==> config.mk <==
export PLATFORM = sky130hd
export DESIGN_NAME = msa_cell
export DESIGN_NICKNAME = d
export VERILOG_FILES = /design/src/hw/rtl/maximal_square_area_defines.svh /design/src/hw/rtl/msa_pkg.sv /design/src/hw/rtl/msa_cell.sv
export SDC_FILE = /design/constraint.sdc
export NUM_CORES = 1
export LEC_CHECK = 0
export ABC_AREA = 1
export BUFFER_PORTS_ARGS = -buffer_cell sky130_fd_sc_hd__buf_2
export CAP_MARGIN = 10
export CORE_ASPECT_RATIO = 1.5
export CORE_MARGIN = 2
export CORE_UTILIZATION = 54
export CTS_BUF_LIST = sky130_fd_sc_hd__clkbuf_8
export DETAILED_ROUTE_END_ITERATION = 10
export GPL_TIMING_DRIVEN = 0
export PLACE_DENSITY = 0.79
export SYNTH_ARGS = -nofsm -noshare
export SYNTH_HDL_FRONTEND = slang
export SYNTH_SLANG_ARGS = --single-unit
export TNS_END_PERCENT = 30
==> constraint.sdc <==
create_clock -name i_clk -period 6.3 [get_ports i_clk]
set_clock_uncertainty 0.05 [all_clocks]
set_input_delay 0.63 -clock i_clk [delete_from_list [all_inputs] [get_ports i_clk]]
set_output_delay 0.63 -clock i_clk [all_outputs]
set_load 0.03 [all_outputs]
==> src/hw/rtl/maximal_square_area_defines.svh <==
// Assertion macros shared by the maximal square area RTL.
// Depends on nothing; included by the modules that carry assertions.
`ifndef MAXIMAL_SQUARE_AREA_DEFINES_SVH
`define MAXIMAL_SQUARE_AREA_DEFINES_SVH

// Same-cycle implication, checked outside reset.
`define MSA_ASSERT_NOW(lbl, clk, rst_n, ante, cons, msg) \
    lbl: assert property (@(posedge clk) disable iff (!rst_n) (ante) |-> (cons)) \
        else $error(msg);

// Next-cycle implication, checked outside reset.
`define MSA_ASSERT_NEXT(lbl, clk, rst_n, ante, cons, msg) \
    lbl: assert property (@(posedge clk) disable iff (!rst_n) (ante) |=> (cons)) \
        else $error(msg);

`endif

==> src/hw/rtl/msa_pkg.sv <==
// Package for the maximal square area block: widths, reset values, shared types.
// Depends on nothing; imported by every module of the block.
package msa_pkg;

    localparam int SIDE_W      = 11;
    localparam int AREA_W      = 21;
    localparam int ROW_WIDTH_W = 11;
    localparam int MAX_COLS_DEF = 1024;
    localparam int RES_DEPTH   = 4;

    typedef logic [SIDE_W-1:0]      t_side;
    typedef logic [AREA_W-1:0]      t_area;
    typedef logic [ROW_WIDTH_W-1:0] t_row_width;

    localparam t_row_width ROW_WIDTH_RST = t_row_width'(1024);
    localparam t_side      SIDE_ZERO     = '0;
    localparam t_side      SIDE_MAX      = '1;

    // Result side handed from the cell pipeline to the result stage.
    typedef struct packed {
        logic  valid;
        t_side side;
    } t_res_push;

endpackage

==> src/hw/rtl/msa_cell.sv <==
// Cell pipeline: column tracking, line buffer access and the side computation.
// Depends on msa_pkg; drives msa_lbuf and feeds msa_result.
module msa_cell
    import msa_pkg::*;
#(
    parameter int MAX_COLS = MAX_COLS_DEF,
    parameter int ADDR_W   = (MAX_COLS > 1) ? $clog2(MAX_COLS) : 1
) (
    input  logic              i_clk,
    input  logic              i_rst_n,
    input  logic              i_cfg_we,
    input  t_row_width        i_cfg_wdata,
    input  logic              i_acc,
    input  logic              i_cell_bit,
    input  logic              i_matrix_end,
    output logic              o_rd_en,
    output logic [ADDR_W-1:0] o_rd_addr,
    input  t_side             i_rd_data,
    output logic              o_wr_en,
    output logic [ADDR_W-1:0] o_wr_addr,
    output t_side             o_wr_data,
    output t_res_push         o_push
);

    localparam int NW   = $clog2(MAX_COLS + 1);
    localparam int CMPW = (NW > ROW_WIDTH_W) ? NW : ROW_WIDTH_W;
    localparam logic [CMPW-1:0] MAX_CMP = CMPW'(MAX_COLS);
    localparam logic [CMPW-1:0] ONE_CMP = CMPW'(1);

    t_row_width        r_row_width;
    logic [ADDR_W-1:0] r_col;
    logic              r_first;

    logic              r_s1_vld;
    logic              r_s1_cell;
    logic              r_s1_last;
    logic [ADDR_W-1:0] r_s1_col;
    logic              r_s1_col0;
    logic              r_s1_first;
    logic              r_fwd;
    t_side             r_fwd_data;

    t_side             r_left;
    t_side             r_diag;
    t_side             r_best;

    logic [CMPW-1:0]   width_ext;
    logic [CMPW-1:0]   eff_width;
    logic [CMPW-1:0]   col_next;
    logic              row_wrap;
    t_side             prev_side;
    t_side             up;
    t_side             left;
    t_side             diag;
    t_side             min_lu;
    t_side             min3;
    logic [SIDE_W:0]   sum;
    t_side             side;
    t_side             best_new;

    // Row width register.
    always_ff @(posedge i_clk) begin
        if (!i_rst_n) begin
            r_row_width <= ROW_WIDTH_RST;
        end else if (i_cfg_we) begin
            r_row_width <= i_cfg_wdata;
        end
    end

    // Clamp the width to one..MAX_COLS and detect the last column of a row.
    always_comb begin
        width_ext = CMPW'(r_row_width);
        if (width_ext == '0) begin
            eff_width = ONE_CMP;
        end else if (width_ext > MAX_CMP) begin
            eff_width = MAX_CMP;
        end else begin
            eff_width = width_ext;
        end
        col_next = CMPW'(r_col) + ONE_CMP;
        row_wrap = (col_next >= eff_width);
    end

    // Column counter and first-row flag advance on each transfer.
    always_ff @(posedge i_clk) begin
        if (!i_rst_n) begin
            r_col   <= '0;
            r_first <= 1'b1;
        end else if (i_acc) begin
            if (i_matrix_end) begin
                r_col   <= '0;
                r_first <= 1'b1;
            end else if (row_wrap) begin
                r_col   <= '0;
                r_first <= 1'b0;
            end else begin
                r_col <= col_next[ADDR_W-1:0];
            end
        end
    end

    // Stage one valid bit.
    always_ff @(posedge i_clk) begin
        if (!i_rst_n) begin
            r_s1_vld <= 1'b0;
        end else begin
            r_s1_vld <= i_acc;
        end
    end

    // Stage one payload, plus forwarding of a write to the column now being read.
    always_ff @(posedge i_clk) begin
        if (i_acc) begin
            r_s1_cell  <= i_cell_bit;
            r_s1_last  <= i_matrix_end;
            r_s1_col   <= r_col;
            r_s1_col0  <= (r_col == '0);
            r_s1_first <= r_first;
            r_fwd      <= r_s1_vld && (r_s1_col == r_col);
            r_fwd_data <= side;
        end
    end

    // Side of the cell in stage one: zero for an empty cell, else one plus the smallest neighbor, saturated.
    always_comb begin
        prev_side = r_fwd ? r_fwd_data : i_rd_data;
        up        = r_s1_first ? SIDE_ZERO : prev_side;
        left      = r_s1_col0 ? SIDE_ZERO : r_left;
        diag      = (r_s1_col0 || r_s1_first) ? SIDE_ZERO : r_diag;
        min_lu    = (up < left) ? up : left;
        min3      = (min_lu < diag) ? min_lu : diag;
        sum       = {1'b0, min3} + {{SIDE_W{1'b0}}, 1'b1};
        if (!r_s1_cell) begin
            side = SIDE_ZERO;
        end else if (sum[SIDE_W]) begin
            side = SIDE_MAX;
        end else begin
            side = sum[SIDE_W-1:0];
        end
        best_new = (side > r_best) ? side : r_best;
    end

    // Neighbor and best-side state; the best side clears after the last cell.
    always_ff @(posedge i_clk) begin
        if (!i_rst_n) begin
            r_left <= SIDE_ZERO;
            r_diag <= SIDE_ZERO;
            r_best <= SIDE_ZERO;
        end else if (r_s1_vld) begin
            r_left <= side;
            r_diag <= up;
            r_best <= r_s1_last ? SIDE_ZERO : best_new;
        end
    end

    // Line buffer: read at transfer, written back in the following cycle.
    assign o_rd_en   = i_acc;
    assign o_rd_addr = r_col;
    assign o_wr_en   = r_s1_vld;
    assign o_wr_addr = r_s1_col;
    assign o_wr_data = side;

    assign o_push.valid = r_s1_vld && r_s1_last;
    assign o_push.side  = best_new;

endmodule

**After elaboration in Yosys (flattened, before gate mapping)**

Cells that the tools add are included.

- Memory bits (writable): 0
- Word-level logic and storage cells: 45
- Output and inout bits: 45
- Memories: 0
- ROM bits: 0
- Input bits: 28
- Register bits: 82
- Latch bits: 0

- Divide/modulo/power cells: 0
- Bitwise operators: 0
- $mul: 0
- Order comparisons: 5
- Reductions and logical operators: 7
- Equal/unequal tests: 1
- Shift-type cells: 0
- $add $sub $neg: 2
- Multiplexer cells: 16

Operators with widths:

| kind | count |
|---|---|
| 11-bit two-way mux | 12 |
| 11-bit < comparator | 2 |
| 10-bit two-way mux | 2 |
| 11-bit by 1-bit adder with 12-bit output, second input constant | 1 |
| 10-bit by 1-bit adder with 11-bit output, second input constant | 1 |
| 11-bit >= comparator | 1 |
| 11-bit > comparator | 1 |
| 11-bit > comparator, second input constant | 1 |
| 11-bit logical NOT | 1 |
| 10-bit == test | 1 |
| 10-bit logical NOT | 1 |
| 1-bit logical AND | 2 |
| 1-bit two-way mux | 2 |
| 2-bit AND reduction | 1 |
| 2-bit nonzero test | 1 |
| 1-bit logical OR | 1 |

**Depth between registers and ports, before layout**

- Depth after elaboration: 12
- Mapped depth: 46
- Gate-level depth less buffers: 42

**Least setup slack after synthesis**

Ideal clock, no wire load.

- Path kind: in2out
- Start point: input i_rd_data[8]
- End point: output o_push[0] (netlist name)
- Arrival time: 6.532 ns
- Data required time: 5.620 ns
- Path buffers: 3
- Stages on the path: 37
- Setup slack: -0.912 ns
- Cells stage by stage: o21ai_0 nor2_1 ha_1 a21oi_1 nor2_1 a211oi_1 nand3_2 buf_4 nand2_1 o21ai_1 ha_1 a21oi_1 nand3b_1 a21oi_1 a2111oi_1 clkbuf_1 nand3_1 nand2_2 nand2_2 nor2_4 nand3_4 nand2_1 nand2_1 inv_1 ha_1 a21oi_1 o21ai_0 a221oi_1 o21ai_0 nand3_1 a21oi_1 nor2_1 inv_1 nand2_1 inv_1 clkbuf_1 a21boi_0

RTL lines:

| element | line | RTL |
|---|---|---|
| start: declaration | msa_cell.sv:18 | `input t_side i_rd_data,` |
| end: declaration | msa_cell.sv:22 | `output t_res_push o_push` |

==> run metrics <==
Met2 Wirelength=9.44 mm; clk sink count=82; CP arrival=6.49 ns; setup TNS=-8.83 ns; Post-DP HPWL=11.9 mm; M1 wire length=6.09 mm; fin cells=981; Combinational Power Share=62.7%; relative slew slack=24.8%; Hold Violations, Final=0; Slew Limit Fails=0; Worst-path clk slew=0.08 ns; num ports=73; Yosys warning count=0; first-pass GRT wire length=26.5 mm; Hold-fix buffers, CTS=0; die area=10600 um^2; post-synthesis sequential area ratio=36.2%; Pint=0.00152 W; Switch Pwr=0.00114 W; TritonCTS Buffers=9; initial antenna violation count=0; n_diodes=0; leak pwr=3.28 nW; P&R area growth vs syn=37.6%; TritonCTS clock tree=yes; PwrDens=367 nW/um^2; total gr overflow=0; Crit Path Class=reg -> out; crit path capture type=output pin; GP Congestion=0.960; failing checks=negative setup slack; Yosys reg bits=82; Total Nets Final=933; CTS H-Tree Depth=3; Setup WS post-layout=-0.870 ns; DRT Wirelength=17.7 mm; fmax=0.139 GHz; wire length per cell=18.0 um; Initial Util=54.9%; Overall Global Routing Usage=31.6%; first-pass detailed-route iteration total=7; total of max-cap violations=0; vias=5715; cell count after synthesis=731; final routed DRC violation total=0; CP max stage cell=edfxtp_1; Sequential Power Share=22.8%; RSZ-0062 raised after global routing=yes; Final Cycle Share=114%; Hold Crit Class=in -> reg; DP Area=6040 um^2; # setup viols final=12; outcome=finished with violations; Synth cell types=42; CP Data Required Time=5.62 ns; die height=125 um; synthesized area per cell=7.20 um^2; switching share of power=42.7%; Floorplan Core Area=9580 um^2; DR top layer=met4; CP Launch Type=flop; via/cell ratio=5.83; CP dominant cell by count=nand2_1; Synth top area share=21.3%; most frequent cells in the layout=nand2_1 (138), inv_1 (77), nor2_1 (74), buf_2 (63), dfxtp_1 (56); largest net degree at the start of global routing=33; Net Count, Synth=803; worst hold slack=0.399 ns; Synth area leader=dfxtp_1; slowest stage delay, CP=0.44 ns; maximum root-to-sink buffer count=2; maximum fanout along the worst path=10; vias in the first global route=5502; post-route ant nets=0; Die X=84.6 um; Worst-Margin Slew=1.12 ns; placed cell count=918; Mapped Area=5260 um^2; Met3 Wirelength=1.01 mm; design area=7240 um^2; IO buf count=72; fin crit period=7.17 ns; dominant cells by area after synthesis=dfxtp_1 (21%), edfxtp_1 (15%), nand2_1 (12%); Root Driver=clkbuf_8; drt first-iter violations=427; ratio of cells with drive above 1 in the final layout=32.7%; clock latency at the later pin of the worst-skew pair=0.35 ns; clock network fraction of total power=14.5%; Pwr Total=0.00266 W; # rows=44; most common cell after layout, fill and taps aside=nand2_1; Peak VDD IR=0.000277 V
-- layout make-up --
type | count | area, um^2
multi-input combinational | 532 | 3630
fill | 661 | 2340
sequential | 82 | 1900
timing repair buffer | 119 | 807
inverter | 90 | 358
buffer | 27 | 204
clock buffer | 11 | 151
tap | 115 | 144
clock inverter | 5 | 46.3
-- state kept, by name, summed over array words and instances, names as in the netlist --
register / cells
r_s1_last: 1
r_diag: 11
o_wr_en: 1
r_left: 11
r_fwd: 1
r_row_width: 11
r_s1_cell: 1
o_rd_addr: 10
r_best: 11
r_s1_first: 1
r_s1_col0: 1
r_first: 1
r_fwd_data: 11
o_wr_addr: 10
-- worst max-delay path, delay by kind of cell, from the launching register on --
family	cells	cell delay [ns]
DFF	1	0.44
buffers and inverters	10	1.43
adders and majority gates	3	0.77
AOI/OAI and AO/OA	7	0.99
and+or+nand+nor	21	2.49
-- metal layers --
| metal | up-vias | global-route usage [%] |
|---|---|---|
| met5 | - | 0 |
| met4 | 0 | 17.8 |
| met3 | 71 | 4.71 |
| met2 | 261 | 58.9 |
| met1 | 2704 | 32.8 |
| li1 | 2679 | - |
-- power by group through the flow --
stage	sequential, W	combinational, W	clock (W)
3_3_place_gp	0.000616	0.00116	0
4_1_cts	0.000605	0.00152	0.000382
6_report	0.000608	0.00167	0.000384
2_1_floorplan	0.000617	0.000926	0
3_5_place_dp	0.000617	0.00118	0
5_1_grt	0.000611	0.00177	0.000404
-- Yosys cell counts, drive strengths merged --
cell / n
clkbuf: 17
nand4: 10
nand3: 45
o21a: 1
nor2: 91
o21ai: 51
dfxtp: 56
edfxtp: 26
o22ai: 2
a2111oi: 2
ha: 44
or2: 2
xor2: 13
inv: 87
a221oi: 2
a21boi: 7
a21oi: 63
buf: 10
a22o: 2
nor3: 3
nand3b: 1
nand2: 177
clkinv: 3
a211oi: 9
o31ai: 1
nor4: 6
-- timing repair --
item                       CTS  global route
gates resized for setup    100            47
setup buffers               28            15
pin swaps                   42            43
gates cloned                 3             1
setup endpoints to repair   25            22
-- through the flow --
stage | utilization, % | setup slack (ns)
after global routing | 75.6 | -1.35
after global placement | 63.0 | -0.973
final | 75.6 | -0.870
after CTS | 72.2 | -0.647
after floorplan | - | 0.0171
after detailed placement | 63.0 | -1.12
-- final timing paths --
kind	slack (ns)	depth (start not counted)	end	from
max	-0.87	41	o_push[1]	r_s1_first
min	0.40	1	r_s1_cell	i_cell_bit
max reg2reg	-0.01	42	r_best[1]	r_s1_first
min reg2reg	0.40	0	r_s1_first	r_first
-- kinds of logic (layout without fill, tap and decap cells) --
group	count (synthesis)	after routing	synth area share, %
xor+xnor	13	13	2.16
compound gates	140	140	15.1
flops	82	82	36.2
fa+ha+maj	44	44	10.5
simple gates	335	335	27.2
buf+inv	117	252	8.90
No activity file was read; power rests on OpenSTA's default activity.
