`src/hw/rtl/maximal_square_area_defines.svh`:
```
// Assertion macros shared by the maximal square area RTL.
// Depends on nothing; included by the modules that carry assertions.
`ifndef MAXIMAL_SQUARE_AREA_DEFINES_SVH
`define MAXIMAL_SQUARE_AREA_DEFINES_SVH

// Same-cycle implication, checked outside reset.
`define MSA_ASSERT_NOW(lbl, clk, rst_n, ante, cons, msg) \
    lbl: assert property (@(posedge clk) disable iff (!rst_n) (ante) |-> (cons)) \
        else $error(msg);

// Next-cycle implication, checked outside reset.
`define MSA_ASSERT_NEXT(lbl, clk, rst_n, ante, cons, msg) \
    lbl: assert property (@(posedge clk) disable iff (!rst_n) (ante) |=> (cons)) \
        else $error(msg);

`endif

```
`src/hw/rtl/msa_pkg.sv`:
```
// Package for the maximal square area block: widths, reset values, shared types.
// Depends on nothing; imported by every module of the block.
package msa_pkg;

    localparam int SIDE_W      = 11;
    localparam int AREA_W      = 21;
    localparam int ROW_WIDTH_W = 11;
    localparam int MAX_COLS_DEF = 1024;
    localparam int RES_DEPTH   = 4;

    typedef logic [SIDE_W-1:0]      t_side;
    typedef logic [AREA_W-1:0]      t_area;
    typedef logic [ROW_WIDTH_W-1:0] t_row_width;

    localparam t_row_width ROW_WIDTH_RST = t_row_width'(1024);
    localparam t_side      SIDE_ZERO     = '0;
    localparam t_side      SIDE_MAX      = '1;

    // Result side handed from the cell pipeline to the result stage.
    typedef struct packed {
        logic  valid;
        t_side side;
    } t_res_push;

endpackage

```
`src/hw/rtl/msa_result.sv`:
```
// Result stage: squares the best side and queues results for the output channel.
// Depends on msa_pkg and the assertion macros header.
`include "maximal_square_area_defines.svh"

module msa_result
    import msa_pkg::*;
(
    input  logic      i_clk,
    input  logic      i_rst_n,
    input  logic      i_acc_last,
    input  t_res_push i_push,
    output logic      o_in_ready,
    output logic      o_valid,
    input  logic      i_ready,
    output t_area     o_area,
    output t_side     o_side
);

    localparam int PW = $clog2(RES_DEPTH);
    localparam int CW = $clog2(RES_DEPTH + 1);
    localparam logic [CW-1:0] DEPTH_C = CW'(RES_DEPTH);
    localparam logic [CW-1:0] ONE_C   = CW'(1);

    logic          r_s2_vld;
    t_side         r_s2_side;
    t_area         r_area [RES_DEPTH];
    t_side         r_side [RES_DEPTH];
    logic [PW-1:0] r_wp;
    logic [PW-1:0] r_rp;
    logic [CW-1:0] r_cnt;
    logic [CW-1:0] n_cnt;
    logic [CW-1:0] r_pend;
    logic [CW-1:0] n_pend;
    logic          pop;
    logic [2*SIDE_W-1:0] square;

    assign pop    = o_valid && i_ready;
    assign square = {{SIDE_W{1'b0}}, r_s2_side} * {{SIDE_W{1'b0}}, r_s2_side};

    // Stage two holds the side of a finished matrix.
    always_ff @(posedge i_clk) begin
        if (!i_rst_n) begin
            r_s2_vld <= 1'b0;
        end else begin
            r_s2_vld <= i_push.valid;
        end
    end

    always_ff @(posedge i_clk) begin
        if (i_push.valid) begin
            r_s2_side <= i_push.side;
        end
    end

    // Result queue storage.
    always_ff @(posedge i_clk) begin
        if (r_s2_vld) begin
            r_area[r_wp] <= square[AREA_W-1:0];
            r_side[r_wp] <= r_s2_side;
        end
    end

    // Queue pointers, fill count and count of results owed downstream.
    always_comb begin
        n_cnt  = r_cnt;
        n_pend = r_pend;
        if (r_s2_vld) begin
            n_cnt = n_cnt + ONE_C;
        end
        if (pop) begin
            n_cnt  = n_cnt - ONE_C;
            n_pend = n_pend - ONE_C;
        end
        if (i_acc_last) begin
            n_pend = n_pend + ONE_C;
        end
    end

    always_ff @(posedge i_clk) begin
        if (!i_rst_n) begin
            r_wp   <= '0;
            r_rp   <= '0;
            r_cnt  <= '0;
            r_pend <= '0;
        end else begin
            if (r_s2_vld) begin
                r_wp <= r_wp + PW'(1);
            end
            if (pop) begin
                r_rp <= r_rp + PW'(1);
            end
            r_cnt  <= n_cnt;
            r_pend <= n_pend;
        end
    end

    // Input is taken while the queue can still absorb one more result.
    assign o_in_ready = (r_pend < DEPTH_C);
    assign o_valid    = (r_cnt != '0);
    assign o_area     = r_area[r_rp];
    assign o_side     = r_side[r_rp];

    `MSA_ASSERT_NOW(a_no_push_full, i_clk, i_rst_n, r_cnt == DEPTH_C, !r_s2_vld, "result queue overflow")
    `MSA_ASSERT_NOW(a_pend_covers, i_clk, i_rst_n, 1'b1, r_pend >= r_cnt, "queued results exceed owed results")
    `MSA_ASSERT_NEXT(a_push_lands, i_clk, i_rst_n, r_s2_vld, o_valid, "pushed result not visible")
    `MSA_ASSERT_NEXT(a_pend_bound, i_clk, i_rst_n, 1'b1, r_pend <= DEPTH_C, "owed result count out of range")

endmodule

```
`config.mk`:
```
export PLATFORM = sky130hd
export DESIGN_NAME = msa_result
export DESIGN_NICKNAME = d
export VERILOG_FILES = /design/src/hw/rtl/msa_pkg.sv /design/src/hw/rtl/msa_result.sv
export VERILOG_INCLUDE_DIRS = /design/src /design/src/hw/rtl
export SDC_FILE = /design/constraint.sdc
export NUM_CORES = 1
export LEC_CHECK = 0
export CORE_MARGIN = 5
export CORE_UTILIZATION = 45
export DETAILED_ROUTE_END_ITERATION = 12
export DONT_BUFFER_PORTS = 1
export PLACE_DENSITY_LB_ADDON = 0.3
export SYNTH_ARGS = -nofsm -noshare
export SYNTH_HDL_FRONTEND = slang
export SYNTH_SLANG_ARGS = --single-unit
```
`constraint.sdc`:
```
create_clock -name i_clk -period 10.6 [get_ports i_clk]
set_input_delay 1.06 -clock i_clk [delete_from_list [all_inputs] [get_ports i_clk]]
set_output_delay 1.06 -clock i_clk [all_outputs]
set_load 0.01 [all_outputs]
```
# Yosys cells after proc, flatten, opt, wreduce, memory -nomap -nowiden
# Memories as Yosys holds them, arrays and structs flattened. A register that Yosys moved wholly into a read port is not among the register bits.
# Index checks and enable logic that the tools add are counted.
[op_classes]
mul = 1
n_shift = 0
n_reduce_logical = 2
n_lt_le_gt_ge = 1
bitwise_logic = 0
mux = 10
n_div = 0
n_eq_ne = 0
addsub = 6
[op_table]
columns = ["cell", "n"]
rows = [
  ["11-bit by 11-bit multiplier with 21-bit output", 1],
  ["3-bit 2-to-1 mux", 4],
  ["2-bit 2-to-1 mux", 4],
  ["3-bit by 1-bit adder with 3-bit output, second input constant", 2],
  ["3-bit by 1-bit subtractor with 3-bit output, second input constant", 2],
  ["2-bit by 1-bit adder with 2-bit output, second input constant", 2],
  ["3-bit less-than comparator, second input constant", 1],
  ["3-bit nonzero test", 1],
  ["1-bit 2-to-1 mux", 2],
  ["1-bit logical AND", 1],
]
[totals]
wordCells = 28
ramBits = 128
memories = 2
latch_bits = 0
input_bits = 16
romBits = 0
output_inout_bits = 34
reg_bits = 22
[mem_list]
columns = ["name", "words", "word_bits", "rd", "rd_ports_with_merged_regs", "wr", "line_no", "text"]
rows = [
  ["r_area", 4, 21, 1, 1, 1, "msa_result.sv:26", "t_area r_area [RES_DEPTH];"],
  ["r_side", 4, 11, 1, 1, 1, "msa_result.sv:27", "t_side r_side [RES_DEPTH];"],
]

# Depth between registers and ports, before layout
# Gate-level depths: netlist of run 1.
[depth]
depth_word = 5
depth_mapped = 19
mapped_depth_nobuf = 18

# Worst setup path before layout of run 1
# No wires, ideal clock.
[synth_path]
path_type = "register to register"
start = "register r_s2_side[2]"
end = "memory r_area[0][18] (netlist bit) (data pin)"
path_stages_with_launch = 16
arrival_time_ns = 4.886
synth_period_minus_slack_ns = 5.066
n_path_buf = 1
required_ns = 10.420
slack_ns = 5.534
setup_ns = 0.180
path_cell_list = "edfxtp_1 > clkbuf_1 > nand2_1 > fa_1 > inv_1 > fa_1 > fa_1 > fa_1 > inv_1 > fa_1 > inv_1 > ha_1 > nand2_1 > or4_1 > o211ai_1 > xor2_1"
[synth_between]
elab_chain_cells = 1
[synth_lines]
columns = ["item", "line_no", "text"]
rows = [
  ["start: declaration", "msa_result.sv:25", "t_side r_s2_side;"],
  ["start signal: assignment", "msa_result.sv:51", "r_s2_side <= i_push.side;"],
  ["11-bit by 11-bit multiplier with 21-bit output", "msa_result.sv:38", "assign square = {{SIDE_W{1'b0}}, r_s2_side} * {{SIDE_W{1'b0}}, r_s2_side};"],
  ["named net square[18]", "msa_result.sv:35", "logic [2*SIDE_W-1:0] square;"],
  ["end: declaration", "msa_result.sv:26", ""],
]
# The timed path passes the listed nets, and every way through them passes these cells.

# Final worst setup path of run 1
[layout_path]
start = "register r_s2_side[0]"
end = "memory r_area[1][14] (netlist bit) (data pin)"
# Same word-level chain as after synthesis.

==> summary.md, run 1 <==
| Metric | Value |
|---|---|
| Status | finished clean |
| Drt first-iter violations | around 270 |
| Die extent in x | between 100 and 150 µm |
| Most frequent cells in the layout | 131 x edfxtp_1, 100 x inv_1, 64 x fa_1, 60 x ha_1, 46 x nand2_1 |
| Most used DFF post-synth | edfxtp_1 |
| Clock Latency Late Sink | between 0.4 and 0.5 ns |
| Synth cell types | 43 |
| Fillers | around 1.7k |
| Layout Skew | about 0.0078 ns |
| RSZ-0062 raised after global routing | no |
| CP max stage cell | edfxtp_1 |
| Max cap viols | 0 |
| CP Capture Type | register |
| Gpl congestion | ~0.90 |
| Largest delay share family, worst path | adder cells |
| Drt via density | about 5.2 |
| GRT Overall Usage | 0.159 |
| Post-DP HPWL | around 12 mm |
| #FFs+latches synth | between 100 and 150 |
| Fin. max-slew vios | 0 |
| Drt pass-1 iters | 4 |
| CTS Sinks | ~140 |
| Met2 wire length | between 8 and 9 mm |
| CP startpoint kind | register |
| First-pass GRT wire length | 26.8 mm |
| Net count after synthesis | ~780 |
| DR vias | 4,756 |
| Clk root buf | clkbuf_16 |
| # nets final | about 800 |
| Share of flip-flops with an asynchronous set or reset | 0 |
| Clk slew on worst S/H paths | 0.06 ns |
| Post-Synthesis Cells | ~640 |
| Commonest non-fill, non-tap cell in the layout | edfxtp_1 |
| Core area | 19,300 µm² |
| Post-synth EDFFs | 131 |
| Setup WS pre-CTS | between 5 and 6 ns |
| Number of cell rows | 51 |
| Port Buffer Count | 0 |
| Post-CTS resize count | 0 |
| Cell count along the critical path | 16 |
| Largest net degree at the start of global routing | 31 |
| R2R depth | 16 |
| Worst Tran Pin Value | 0.642 ns |
| Setup violations, final | 0 |
| Vias in the first global route | ~5.2k |
| Crit path required time | approximately 11 ns |
| Area Overhead vs Synth | 9.75% |
| Critical path, cell by cell | and2_1 > inv_1 > fa_1 > fa_1 > inv_1 > fa_1 > fa_1 > inv_1 > fa_1 > inv_1 > ha_1 > nand2_1 > o21ai_0 > nor3_1 > mux2_2 > nor2_1 |
| Setup TNS | 0 ns |
| Period utilisation layout | 0.520 |
| DRC | 0 |
| Met3 wire length | 599 µm |
| Total wire length | approximately 16 mm |
| Hold Crit Depth | 2 |
| DR top layer | met5 |
| Grt ovf | 0 |
| Tmin final | 5.51 ns |
| Initial antenna violation count | 1 |
| CTS Hold Buffers Added | 0 |
| Final Hold Vio Count | 0 |
| Antenna-violating nets left | 0 |
| H-tree depth | 4 |
| WP buf/inv | 4 |
| Die area | between 20,000 and 25,000 µm² |
| Per-cell routed wire length | around 18 µm |
| Share of layout cells above drive strength 1 | 0.110 |
| Initial Utilization | 0.453 |
| Sequential area share after synthesis | 0.481 |
| Avg Inst Size Synth | roughly 14 µm² |
| Warnings, synthesis | 0 |
| Worst endpoint data arrival time | roughly 5.7 ns |
| Die H | ~150 µm |
| M1 WL | 7.45 mm |
| Max stage delay on crit path | 0.62 ns |
| WS Path Type | reg -> reg |
| Relative slew slack | 0.572 |
| Hold Worst Slack | 0.579 ns |
| Highest Clock Rate | approximately 180 MHz |
| # IOs | 50 |
| Final Worst Setup Slack | between 5 and 6 ns |
| Crit-path max FO | 16 |
| CP dominant cell by count | fa_1 |
| Hold crit path type | reg -> reg |
| N_diodes | 0 |
| CTS tree | done |
| Post-CTS setup buffers | 0 |
| Synth Cell Area | 8720 µm² |
| CTS max path bufs | 2 |
| Cts bufs inserted | 17 |
==> per-stage QoR <==
| stage | instances | instance area [µm²] | util |
|---|---|---|---|
| 2_1_floorplan | 642 | 8720 | - |
| 3_3_place_gp | 886 | 8980 | 0.466 |
| 3_5_place_dp | 886 | 8980 | 0.466 |
| 4_1_cts | 917 | 9570 | 0.497 |
| 5_1_grt | 917 | 9570 | 0.497 |
| 6_report | 917 | 9570 | 0.497 |
==> kinds of logic (layout without fill, tap and decap cells) <==
logic type	Yosys count	in the layout	share of synthesized area
flip-flops	144	144	0.481
AND/OR/NAND/NOR	130	130	0.0766
buffers and inverters	127	137	0.0568
adder cells (fa/ha/maj)	124	124	0.233
AO/OA/AOI/OAI	51	51	0.0386
multiplexers	35	35	0.0836
XOR/XNOR	30	30	0.0301
other	1	1	0.000430
==> registers in the layout, indices dropped and copies added, names as in the netlist, named ones only <==
register,flops
r_cnt,3
r_rp,2
r_wp,2
r_area,80
r_s2_vld,1
r_side,40
r_pend,3
r_s2_side,11
==> final timing paths <==
path	startpoint	to	slack [ns]
worst max-delay path	r_s2_side[0]	r_area[1][14]	5.09
worst min-delay path	r_wp[1]	r_wp[1]	0.58
worst max register to register	r_s2_side[0]	r_area[1][14]	5.09
worst min register to register	r_wp[1]	r_wp[1]	0.58
==> per-layer routing <==
metal,track usage,up-vias
li1,-,2204
met1,0.207,2438
met2,0.265,98
met3,0.0392,14
met4,0.0471,2
met5,0,-
==> worst register-to-register path, stage by stage (launching register included) <==
cell	delay [ns]
edfxtp_1	0.62
and2_1	0.25
inv_1	0.09
fa_1	0.52
fa_1	0.55
inv_1	0.05
fa_1	0.51
fa_1	0.55
inv_1	0.06
fa_1	0.53
inv_1	0.04
ha_1	0.34
nand2_1	0.08
o21ai_0	0.51
nor3_1	0.09
mux2_2	0.29
nor2_1	0.24
==> cell usage after synthesis, types with 8 or more instances <==
cell type,count,share of area
clkbuf_1,16,0.0069
and2_1,42,0.030
xnor2_1,23,0.023
mux4_2,30,0.077
edfxtp_1,131,0.45
nand2_1,46,0.020
fa_1,64,0.15
buf_2,8,0.0046
nor2_1,12,0.0052
inv_1,100,0.043
a21oi_1,21,0.012
ha_1,60,0.086
dfxtp_1,13,0.030
==> area by class of cell <==
class | count | area (µm²) | share of cell area
Clock buffer | 18 | 429 | 0.0448
Clock inverter | 13 | 164 | 0.0171
Inverter | 100 | 375 | 0.0392
Multi-Input combinational cell | 371 | 4030 | 0.421
Sequential cell | 144 | 4200 | 0.438
Tap cell | 265 | 332 | 0.0346
Timing Repair Buffer | 6 | 45.0 | 0.00471
Power of run 1 is left out: the tool's default activity adds up to more than one toggle a clock period on the data nets, which glitch-free logic cannot reach.
==> inputs of run 2 (changes only) <==
Settings changed: ABC_AREA from default to 1.
Clock period 10.6 ns to 4.4 ns, I/O delays scaled along.
==> run 2 against run 1 <==
Against the previous run: the flow now finishes with violations (negative setup slack); register-to-register slack lost 5.3 ns; hold slack worse by 0.47 ns; clock skew grew 0.0022 ns; synthesized area rose by 2.3%; die area increased by 2.1%; setup slack lost 5.3 ns; fmax is 20% higher; critical path type unchanged.
==> summary.md, run 2 <==
| Metric | Value |
|---|---|
| Share of the synthesized area in the top cell type | 0.441 |
| CTS tree | done |
| Commonest non-fill, non-tap cell in the layout | inv_1 |
| Drt first-iter violations | approximately 350 |
| Net count after synthesis | between 1k and 1.5k |
| Final Worst Setup Slack | -0.202 ns |
| Critical path, cell by cell | buf_6 > buf_4 > nand2_4 > inv_4 > fa_2 > fa_2 > fa_2 > fa_1 > fa_1 > ha_4 > nand2_4 > inv_4 > a21oi_4 > nand3_4 > buf_6 > xor2_4 |
| Yosys top cell by area | edfxtp_1 |
| WS Path Type | reg -> reg |
| Post-Synthesis Cells | around 870 |
| Clk root buf | clkbuf_16 |
| Max FFs per register | 80 |
| Warnings, synthesis | 0 |
| Die H | 151 µm |
| Cts bufs inserted | 17 |
| Post-Synth Adder-Cell Area | 0.228 |
| Initial antenna violation count | 0 |
| Setup violations, final | 44 |
| Crit path launch | r_s2_side[3] |
| Fin. max-slew vios | 0 |
| Biggest regs | r_area x80, r_side x40, r_s2_side x11 |
| Placed Cells | 1,179 |
| Finished Core Util | 0.563 |
| Max cap viols | 0 |
| RSZ-0062 raised after global routing | yes |
| Clk slew on worst S/H paths | ~0.06 ns |
| CTS Sinks | roughly 140 |
| Top post-synthesis cells by area | edfxtp_1 44%, fa_1 14%, ha_1 8.4%, inv_1 6.8%, nand2_1 5.8% |
| Gpl congestion | approximately 0.87 |
| Mux share of post-synthesis cell area | 0 |
| H-tree depth | 4 |
| # IOs | 50 |
| Post-synth EDFFs | roughly 130 |
| Vias in the first global route | between 6k and 7k |
| Max stage delay on crit path | roughly 0.57 ns |
| #FFs+latches synth | about 140 |
| DRC | 0 |
| Worst r2r src | r_s2_side[3] |
| Total wire length | between 15 and 20 mm |
| Status | finished, violations left |
| Period utilisation layout | 1.05 |
| Post-DP HPWL | 12.1 mm |
| Reg with most FFs | r_area |
| Worst endpoint data arrival time | around 4.8 ns |
| CP dominant cell by count | fa_2 |
| Synth Cell Area | 8920 µm² |
| Failing checks | negative setup slack |
| Per-cell routed wire length | ~15 µm |
| Avg Inst Size Synth | about 10 µm² |
| Most frequent cells in the layout | 138 x inv_1, 131 x edfxtp_1, 93 x nand2_1, 81 x buf_4, 78 x nor2_1 |
| First-pass GRT wire length | 29.9 mm |
| HP Start | i_acc_last |
| Initial Utilization | 0.458 |
| Crit path required time | roughly 4.6 ns |
| # nets final | between 1k and 1.5k |
| Crit-path max FO | 4 |
| Non-filler instance count after layout | 1,229 |
| Number of cell rows | a little over 50 |
| Share of layout cells above drive strength 1 | 0.267 |
| Grt ovf | 0 |
| CTS max path bufs | 2 |
| Die extent in x | around 150 µm |
| Relative slew slack | 0.334 |
| Largest delay share family, worst path | adder cells |
| N_diodes | 0 |
| Port Buffer Count | 0 |
| Sequential area share after synthesis | 0.470 |
| Setup WS pre-CTS | -0.312 ns |
| XOR/XNOR share of the synthesized area | 0.0195 |
| Final Hold Vio Count | 0 |
| Die area | roughly 23,000 µm² |
| WP buf/inv | 5 |
| Post-synthesis simple-gate area fraction | 0.114 |
| Worst Tran Pin Value | 0.997 ns |
| DR vias | slightly above 6k |
| CP max stage cell | fa_2 |
| Synth top cells by count | 161 x inv_1, 139 x nand2_1, 131 x edfxtp_1 |
| Highest Clock Rate | around 220 MHz |
| Synth cell types | 33 |
| GRT Overall Usage | 0.168 |
| CP Capture Type | register |
| Largest family of logic cells by synthesized area | adder cells |
| Most used DFF post-synth | edfxtp_1 |
| Layout Skew | between 0.009 and 0.01 ns |
| Synth Area in Compound Gates | 0.0806 |
| Drt via density | just under 5 |
| Tmin final | 4.60 ns |
| Drt pass-1 iters | 5 |
| Clock Latency Late Sink | about 0.42 ns |
| Area Overhead vs Synth | 22.9% |
| Antenna-violating nets left | 0 |
| Core area | about 19,000 µm² |
| Most common cell in the netlist | inv_1 |
| CP startpoint kind | register |
| Largest net degree at the start of global routing | 61 |
| Share of flip-flops with an asynchronous set or reset | 0 |
| Hold crit path type | in -> reg |
run 2: cell types whose count changed in the layout (fill, tap and decap cells not counted), moves of 13 or more:
cell | previous run | this run
mux4_2 | 30 | 0
xnor2_1 | 23 | 3
inv_2 | 0 | 23
o21ai_0 | 7 | 69
nand2_2 | 0 | 37
ha_1 | 60 | 45
nand2_1 | 46 | 93
and2_1 | 42 | 1
o22ai_1 | 0 | 30
nand2_4 | 0 | 16
inv_1 | 100 | 138
buf_4 | 6 | 81
nor2_1 | 12 | 78
ha_4 | 0 | 13
run 2: area by class of cell:
class	instances	area, µm²
fill	1617	8500
multi-input combinational	530	4530
sequential	144	4200
timing repair buffer	93	737
inverter	165	627
clock buffer	17	425
tap	265	332
clock inverter	15	120
run 2: worst paths after layout:
check | end | slack (ns) | cells past startpoint
worst max-delay path | r_area[0][12] | -0.20 | 16
worst min-delay path | r_pend[0] | 0.11 | 1
worst max register to register | r_area[0][12] | -0.20 | 16
worst min register to register | r_rp[0] | 0.48 | 1
run 2: worst reg2reg max path: cells and delay by family (launching register included):
kind | cells | cell delay [ns]
adders and majority gates | 6 | 2.77
xor gates and xnor gates | 1 | 0.16
DFF | 1 | 0.46
AOI/OAI and AO/OA | 1 | 0.13
and+or+nand+nor | 3 | 0.28
buffers and inverters | 5 | 0.53
run 2: logic make-up after synthesis:
logic type      count (synthesis)
simple gates                  252
buf+inv                       200
flops                         144
compound gates                134
fa+ha+maj                     124
xor+xnor                       19
other cells                     1
run 2: routing by layer:
| metal | up-vias | track usage | wire length (µm) |
|---|---|---|---|
| met5 | - | 0 | 0 |
| met4 | 0 | 0.0503 | 248 |
| met3 | 14 | 0.0341 | 648 |
| met2 | 110 | 0.289 | 9460 |
| met1 | 2990 | 0.217 | 7960 |
| li1 | 2984 | - | - |
run 2: per-stage QoR:
step,TNS (ns),cell area (µm²),hold slack (ns)
2_1_floorplan,-0.377,9070,0.444
3_3_place_gp,-8.33,9760,0.458
3_5_place_dp,-11.42,9760,0.460
4_1_cts,-6.82,10500,0.0934
5_1_grt,-14.10,11000,0.0887
6_report,-6.02,11000,0.107
run 2: repair_timing:
item / 4_1_cts / 5_1_grt
setup endpoints to repair: 48 / 56
resized for setup: 30 / 107
pin swaps: 20 / 50
hold buffers: 0 / 0
buffers inserted: 6 / 14
Power of run 2 is left out for the same reason.
==> inputs of run 3 (changes only) <==
Clock period 4.4 ns to 5 ns, I/O delays scaled along.
==> run 3 against run 2 <==
Against the previous run: the run now ends clean; sequential share of layout area rose by 3.6 points; sequential cell count unchanged; register-to-register slack improved by 0.36 ns; critical path type unchanged; largest cell class is now flip-flops and latches.
==> summary.md, run 3 (synthesis gave the netlist of run 2 again) <==
| Metric | Value |
|---|---|
| Internal power | between 4 and 5 mW |
| CTS Hold Buffers Added | 0 |
| Peak VDD IR | roughly 0.60 mV |
| Gpl congestion | approximately 0.84 |
| Biggest regs | r_area x80, r_side x40, r_s2_side x11 |
| H-tree depth | 4 |
| Die area | ~23,000 µm² |
| Power Density | between 700 and 800 nW/µm² |
| Tmin final | 4.84 ns |
| Share of layout cells above drive strength 1 | 0.109 |
| N_diodes | 0 |
| CTS Sinks | roughly 140 |
| Crit path required time | ~5 ns |
| Clk root buf | clkbuf_16 |
| Period utilisation layout | 0.967 |
| Clk slew on worst S/H paths | approximately 0.070 ns |
| Worst Tran Pin Value | roughly 1.0 ns |
| Clock Power Share | 0.173 |
| Net switching power | just over 3 mW |
| Sequential power share | 0.285 |
| Highest Clock Rate | about 210 MHz |
| Die extent in x | around 150 µm |
| Initial antenna violation count | 0 |
| Total wire length | ~17 mm |
| Fin. max-slew vios | 0 |
| Drt via density | approximately 5 |
| Per-cell routed wire length | between 10 and 15 µm |
| Clock Latency Late Sink | between 0.4 and 0.5 ns |
| Worst endpoint data arrival time | between 4 and 5 ns |
| Hold Worst Slack | between 0.15 and 0.2 ns |
| Finished Core Util | 0.515 |
| Antenna-violating nets left | 0 |
| # IOs | 50 |
| Sw Ratio | 0.426 |
| Setup TNS | 0 ns |
| Drt pass-1 iters | 5 |
| Largest net degree at the start of global routing | 61 |
| Layout Skew | between 0.01 and 0.015 ns |
| Total Power | about 7.2 mW |
| Status | finished clean |
| Relative slew slack | 0.332 |
| Final Hold Vio Count | 0 |
| DR vias | just under 6k |
| Vias in the first global route | between 5k and 6k |
| DRC | 0 |
| First-pass GRT wire length | 28.8 mm |
| Hold crit path type | in -> reg |
| Setup violations, final | 0 |
| CP startpoint kind | register |
| WS Path Type | reg -> reg |
| Post-DP HPWL | about 12 mm |
| # nets final | between 1k and 1.5k |
| Die H | around 150 µm |
| Leakage | about 4.5 nW |
| Commonest non-fill, non-tap cell in the layout | inv_1 |
| Initial Utilization | 0.458 |
| Most frequent cells in the layout | 158 x inv_1, 134 x nand2_1, 131 x edfxtp_1, 81 x nor2_1, 69 x o21ai_0 |
| Port Buffer Count | 0 |
| Max FFs per register | 80 |
| Drt first-iter violations | 387 |
| Number of cell rows | roughly 50 |
| Max cap viols | 0 |
| Crit path launch | r_s2_side[10] |
| Worst r2r src | r_s2_side[10] |
| Cts bufs inserted | 17 |
| Core area | approximately 19,000 µm² |
| Fillers | about 1.7k |
| CP Capture Type | register |
| CTS tree | done |
| Crit-path max FO | 5 |
| Grt ovf | 0 |
| HP Start | i_acc_last |
| Area Overhead vs Synth | 12.2% |
| Logic pwr share | 0.541 |
| CTS max path bufs | 2 |
| GRT Overall Usage | 0.163 |
| Reg with most FFs | r_area |
-- run 3: changes by cell type in the layout (fill, tap and decap cells not counted), moves of 7 or more --
cell     before  now
ha_4         13    4
nand3_1       8   15
nand2_2      37   12
nand2_4      16    0
buf_6        11    1
buf_4        81   30
inv_2        23    4
inv_1       138  158
ha_1         45   54
nand2_1      93  134
-- run 3: worst paths after layout --
kind	end	slack, ns	cells past startpoint
setup reg to reg	r_area[0][16]	0.16	17
hold reg to reg	register	0.48	1
setup / recovery	r_area[0][16]	0.16	17
hold / removal	r_pend[0]	0.15	1
-- run 3: metal layers --
layer,vias up,GRT usage,part of all wire
li1,2853,-,-
met1,2812,0.214,0.45
met2,100,0.276,0.49
met3,15,0.0341,0.040
met4,0,0.0471,0.013
met5,-,0,0
-- run 3: layout make-up --
class | instances | area, µm² | area share
Tap cell | 265 | 332 | 0.0331
Clock inverter | 9 | 67.6 | 0.00675
Timing Repair Buffer | 31 | 236 | 0.0236
Clock buffer | 23 | 532 | 0.0531
Sequential cell | 144 | 4200 | 0.419
Inverter | 165 | 622 | 0.0621
Multi-Input combinational cell | 530 | 4030 | 0.402
-- run 3: power by group through the flow --
stage	logic [mW]	clock network [mW]	registers, mW
2_1_floorplan	2.78	0	2.05
3_5_place_dp	3.56	0	2.07
6_report	3.87	1.24	2.04
4_1_cts	3.59	1.27	2.05
5_1_grt	4.49	1.32	2.06
3_3_place_gp	3.52	0	2.07
-- run 3: what timing repair did --
item,in CTS,in global routing
resized for setup,0,20
endpoints found under the setup margin,0,44
buffers inserted,0,12
-- run 3: per-stage QoR --
| stage | instances | instance area, µm² | setup slack [ns] |
|---|---|---|---|
| after floorplan | 874 | 8920 | 0.133 |
| after global placement | 1123 | 9240 | 0.117 |
| after detailed placement | 1123 | 9240 | 0.0599 |
| after CTS | 1155 | 9840 | 0.0371 |
| after global routing | 1167 | 10000 | -0.0420 |
| final | 1167 | 10000 | 0.163 |
-- run 3: critical path, cell delays in order (launching register included) --
cell	delay [ns]
edfxtp_1	0.48
buf_4	0.21
nand2_1	0.05
inv_1	0.09
fa_2	0.60
fa_1	0.42
fa_1	0.52
fa_1	0.52
fa_1	0.49
ha_1	0.38
nand2_1	0.13
inv_1	0.08
a21oi_2	0.15
nand3_2	0.13
nand2_1	0.11
nand2_1	0.06
nand2_1	0.05
nand2_1	0.09
(Power assumes the default switching activity.)
